==> config.mk <==
export PLATFORM = sky130hd
export DESIGN_NAME = kte_ctrl
export DESIGN_NICKNAME = d
export VERILOG_FILES = /design/src/hw/rtl/kte_pkg.sv /design/src/hw/rtl/kte_ctrl.sv
export SDC_FILE = /design/constraint.sdc
export NUM_CORES = 1
export LEC_CHECK = 0
export BUFFER_PORTS_ARGS = -buffer_cell sky130_fd_sc_hd__buf_2
export CORE_AREA = 2 2 39 41
export DETAILED_ROUTE_END_ITERATION = 12
export DIE_AREA = 0 0 41 43
export GPL_TIMING_DRIVEN = 1
export PLACE_DENSITY = 0.3
export SLEW_MARGIN = 15
export SYNTH_ARGS = -nofsm -noshare
export SYNTH_HDL_FRONTEND = slang
export SYNTH_SLANG_ARGS = --single-unit
==> constraint.sdc <==
create_clock -name clk_i -period 2.3 [get_ports clk_i]
set_input_delay 0.46 -clock clk_i [delete_from_list [all_inputs] [get_ports clk_i]]
set_output_delay 0.46 -clock clk_i [all_outputs]
set_load 0.02 [all_outputs]
==> src/hw/rtl/kte_pkg.sv <==
// ----------------------------------------------------------------------------
// kte_pkg: shared types and constants
// Table depth, entry layout and the control/status bundles between the
// controller and the datapath of the keyed timed entry table.
// ----------------------------------------------------------------------------
package kte_pkg;

  localparam int unsigned TableDepth = 64;
  localparam int unsigned IdxW       = $clog2(TableDepth);

  localparam logic [IdxW-1:0] LastIdx = IdxW'(TableDepth - 1);

  typedef enum logic {
    CmdStore  = 1'b0,
    CmdLookup = 1'b1
  } op_e;

  typedef struct packed {
    logic [63:0]        key;
    logic [30:0]        spell;
    logic signed [31:0] start_ms;
    logic signed [31:0] end_ms;
    logic               chan;
  } entry_t;

  localparam int unsigned EntryW = $bits(entry_t);

  typedef enum logic [1:0] {
    StIdle,
    StScan,
    StWrite,
    StResult
  } state_e;

  // controller -> datapath
  typedef struct packed {
    logic start;     // transaction accepted, latch the item
    logic scan;      // scan in progress
    logic decide;    // scan finished this cycle
    logic write;     // commit the store
    logic out_load;  // move the result to the output register
  } ctrl_t;

  // datapath -> controller
  typedef struct packed {
    logic is_lookup;
    logic chk_match;
    logic chk_last;
    logic out_busy;
  } stat_t;

endpackage

==> src/hw/rtl/kte_ctrl.sv <==
// ----------------------------------------------------------------------------
// kte_ctrl: sequencing state machine
// Accepts a transaction, runs the table scan, then commits a store or
// hands a lookup result to the output register.
// ----------------------------------------------------------------------------
module kte_ctrl (
  input  logic           clk_i,
  input  logic           rst_ni,
  input  logic           in_valid_i,
  output logic           in_ready_o,
  input  kte_pkg::stat_t stat_i,
  output kte_pkg::ctrl_t ctrl_o
);

  kte_pkg::state_e state_q, state_d;

  always_ff @(posedge clk_i or negedge rst_ni) begin
    if (!rst_ni) begin
      state_q <= kte_pkg::StIdle;
    end else begin
      state_q <= state_d;
    end
  end

  always_comb begin
    state_d    = state_q;
    ctrl_o     = '0;
    in_ready_o = 1'b0;
    unique case (state_q)
      kte_pkg::StIdle: begin
        in_ready_o = 1'b1;
        if (in_valid_i) begin
          ctrl_o.start = 1'b1;
          state_d      = kte_pkg::StScan;
        end
      end
      kte_pkg::StScan: begin
        ctrl_o.scan = 1'b1;
        if (stat_i.chk_match || stat_i.chk_last) begin
          ctrl_o.decide = 1'b1;
          state_d       = stat_i.is_lookup ? kte_pkg::StResult : kte_pkg::StWrite;
        end
      end
      kte_pkg::StWrite: begin
        ctrl_o.write = 1'b1;
        state_d      = kte_pkg::StIdle;
      end
      kte_pkg::StResult: begin
        // wait for the previous result to leave
        if (!stat_i.out_busy) begin
          ctrl_o.out_load = 1'b1;
          state_d         = kte_pkg::StIdle;
        end
      end
      default: begin
        state_d = kte_pkg::StIdle;
      end
    endcase
  end

endmodule

=== After elaboration in Yosys (flattened, before gate mapping) ===
Cells that the tools add are included.

* Reductions and logical operators: 3
* Mux-type cells: 13
* Equal/unequal tests: 6

{| class="wikitable"
|+ Operators by type and width
! cell !! number
|-
| two-way mux 1 bit || 8
|-
| two-way mux 2 bit || 4
|-
| one-hot mux 2 bit (4 select lines) || 1
|-
| != test 2 bit, second input constant || 3
|-
| == test 2 bit, second input constant || 2
|-
| AND reduction 3 bit || 1
|-
| == test 2 x 1 -> 1 bit, second input constant || 1
|-
| zero test 2 bit || 1
|-
| logical OR 1 bit || 1
|}

* Register bits: 2
* Output and inout bits: 6

=== Logic depth before layout (Yosys ltp) ===
* Depth after elaboration: 3
* Depth in mapped cells: 3

=== Worst setup path after synthesis ===
OpenSTA, ideal clock, no wires.

* Path kind: register to output
* Start: reg state_q[0]
* End: out ctrl_o[2] in the netlist's numbering
* Buffers on the path: 0
* Slack: 0.711 ns
* Data arrival time: 1.129 ns
* Cell stages (with the launch flop): 3
* Cell sequence: dfrtp_1 -> nor2b_1 -> nor2b_1

{| class="wikitable"
|+ RTL lines
! element !! line !! RTL
|-
| start: declaration || kte_ctrl.sv:15 || <nowiki>kte_pkg::state_e state_q, state_d;</nowiki>
|-
| start signal: assignment || kte_ctrl.sv:19 || <nowiki>state_q <= kte_pkg::StIdle;</nowiki>
|-
| start signal: assignment || kte_ctrl.sv:21 || <nowiki>state_q <= state_d;</nowiki>
|-
| end: declaration || kte_ctrl.sv:12 || <nowiki>output kte_pkg::ctrl_t ctrl_o</nowiki>
|}

==> flow_summary.yaml <==
clock_network:
  root_buffer: "clkbuf_4"
  path_clk_slew_ns: 0.03
  clockBufferDepth: 2
  cts.sinks: 2
  clk_latency_ns: 0.23
  cts_tree: "yes"
  h-tree-depth: 1
  cts_setup_buffers: 0
  numCtsBuffers: 3
timing:
  grt_setup_unrepaired: "no"
  hold_slack_ns: 0.5158
  setup_viol: 0
  max_freq_mhz: 643.7
  fin_tns_setup_ns: 0
  finalCritPeriodShare_pct: 67.54
  worstMarginPinSlew_ns: 0.2176
  finClkSkew_ns: 0.005956
  final_max_slew_viol_count: 0
  fin_crit_ns: 1.553
  max-slew-margin-rel_pct: 85.34
  hold_violations: 0
  setup_ws_ns: 0.7465
global_route:
  overflow: 0
  antenna_found_initial: 0
  first_global_vias: 143
  track_usage_pct: 5.120
  grt_pass1_wl_um: 552
  grt_max_degree: 6
synthesis:
  synth_cell_types: 10
  syn_area_per_cell_um2: 8.312
  yosysSeqAreaShare_pct: 43.01
  synth_area_um2: 116.4
  synth-seq-cells: 2
  synthCells: 14
  yosysWarnings: 0
  syn-num-nets: 21
floorplan:
  die_area_mm2: 0.001763
  die_h_um: 43
  die_w_um: 41
  initial_core_util_pct: 8.409
  ios: 13
  rows: 14
  coreArea_mm2: 0.001384
status:
  run_status: "finished, final reports clean"
cells_and_area:
  largest_reg_flops: 2
  layout_commonest_cell: "buf_2"
  n_antenna_cell: 0
  syn2layout_area_growth_pct: 96.77
  ff_latch_area_um2: 50.05
  fin_nets: 39
  largestRegisters: "state_q x2"
  final_cell_mix: "12 x buf_2, 3 x nor2_1, 3 x clkbuf_4"
  multi_input_area_um2: 62.56
  largest_register: "state_q"
  nFillCells: 162
  drive_gt1_share_pct: 53.33
  stdcell_area_um2: 229.0
worst_setup_path:
  critical_path_class: "reg2out"
  cp-startpoint: "state_q[0]"
  cp_common_cell: "nor2b_1"
  cp.arrival_ns: 1.09
  r2r_slack_ns: 1.37
  slowest_delay_ns: 0.38
  slowest_stage: "dfrtp_1"
  crit_end: "ctrl_o[2]"
  reg2reg_to: "state_q[0]"
  worstPathMaxFanout: 5
  endpoint_kind: "output port"
  crit_chain: "nor2b_1 -> nor2b_1 -> buf_2"
  required_ns: 1.84
  rr_startpoint: "state_q[1]"
  rr_worst_depth: 3
  startpoint_type: "flop"
placed_design:
  gp_congestion: 0.5847
  hpwl_um: 293.7
  dpl-instance-area_um2: 196.4
  pre_cts_slack_ns: 0.8713
  io_buffers: 12
pwr:
  power_density_mw_per_mm2: 1447
  p_leak_nw: 0.1220
  peakVddDrop_mv: 0.3014
drt:
  ant_nets: 0
  wl_per_cell_um: 7.935
  drt_wl_total_um: 365
  vias: 152
  drt_drc_violations_left: 0
  avgViaCountPerCell: 3.304
  firstDrtPassIters: 4
  initialDrtViolationCount: 2
worst_hold_path:
  whs_path_depth: 3
  hold_start: "stat_i[3]"
  worstHoldPathType: "in2reg"
flow_run:
  drv_cap: 0
-- critical path: cells and delay by family, from the launching register on --
kind                   cells  cell delay, ns
buffers and inverters      1            0.17
DFF                        1            0.38
and+or+nand+nor            2            0.32
-- layout make-up --
| class | count | area share [%] |
|---|---|---|
| flip-flops and latches | 2 | 21.86 |
| clock buffers | 3 | 9.836 |
| inverters | 1 | 1.639 |
| multi-input cells | 11 | 27.32 |
| well taps | 16 | 8.743 |
| repair buffers | 13 | 30.60 |
-- how the worst min path moves through the flow --
stage	endpoint
after floorplan	state_q[0]
after global placement	state_q[1]
after detailed placement	state_q[0]
after CTS	state_q[0]
after global routing	state_q[0]
final	state_q[0]
-- through the flow --
step	cells	power, mW	utilization, %
finish	46	0.3314	16.55
global placement	42	0.2549	14.20
floorplan	14	0.1925	-
global route	46	0.3661	16.55
CTS	46	0.3426	16.55
detailed placement	42	0.2562	14.20
-- logic make-up (layout without fill, tap and decap cells) --
family | Yosys count | count (layout) | synth area share (%)
compound gates | 3 | 3 | 15.05
buf+inv | 1 | 17 | 3.223
flops | 2 | 2 | 43.01
simple gates | 8 | 8 | 38.71
-- metal layers --
metal | track usage, % | up-vias | share of wire, %
li1 | - | 78 | -
met1 | 5.466 | 64 | 42
met2 | 5.938 | 10 | 40
met3 | 4.712 | 0 | 17
met4 | 4.000 | 0 | 0
met5 | 0 | - | 0
-- report_power, final --
part	switching, mW	leakage (nW)	internal [mW]	total, mW
combinational	0.111	0.0834	0.0701	0.181
clock	0.0211	0.0138	0.0577	0.0788
sequential	0.0186	0.0248	0.0532	0.0718
total	0.150	0.122	0.181	0.331
-- Yosys cell counts (all sizes together) --
library cell,number,area [um^2]
a21oi,1,5.000
dfrtp,2,50.05
o21bai,1,7.510
and2,1,8.760
nor3b,1,7.510
nor3,1,5.000
o21ai,1,5.000
nor2,3,11.26
nor2b,2,12.51
inv,1,3.750
-- repair_timing --
item | in CTS | in global routing
hold buffers | 1 | 0
resized for setup | 0 | 0
hold endpoints to repair | 1 | 0
Note: power is estimated with default switching activity, not from simulation.
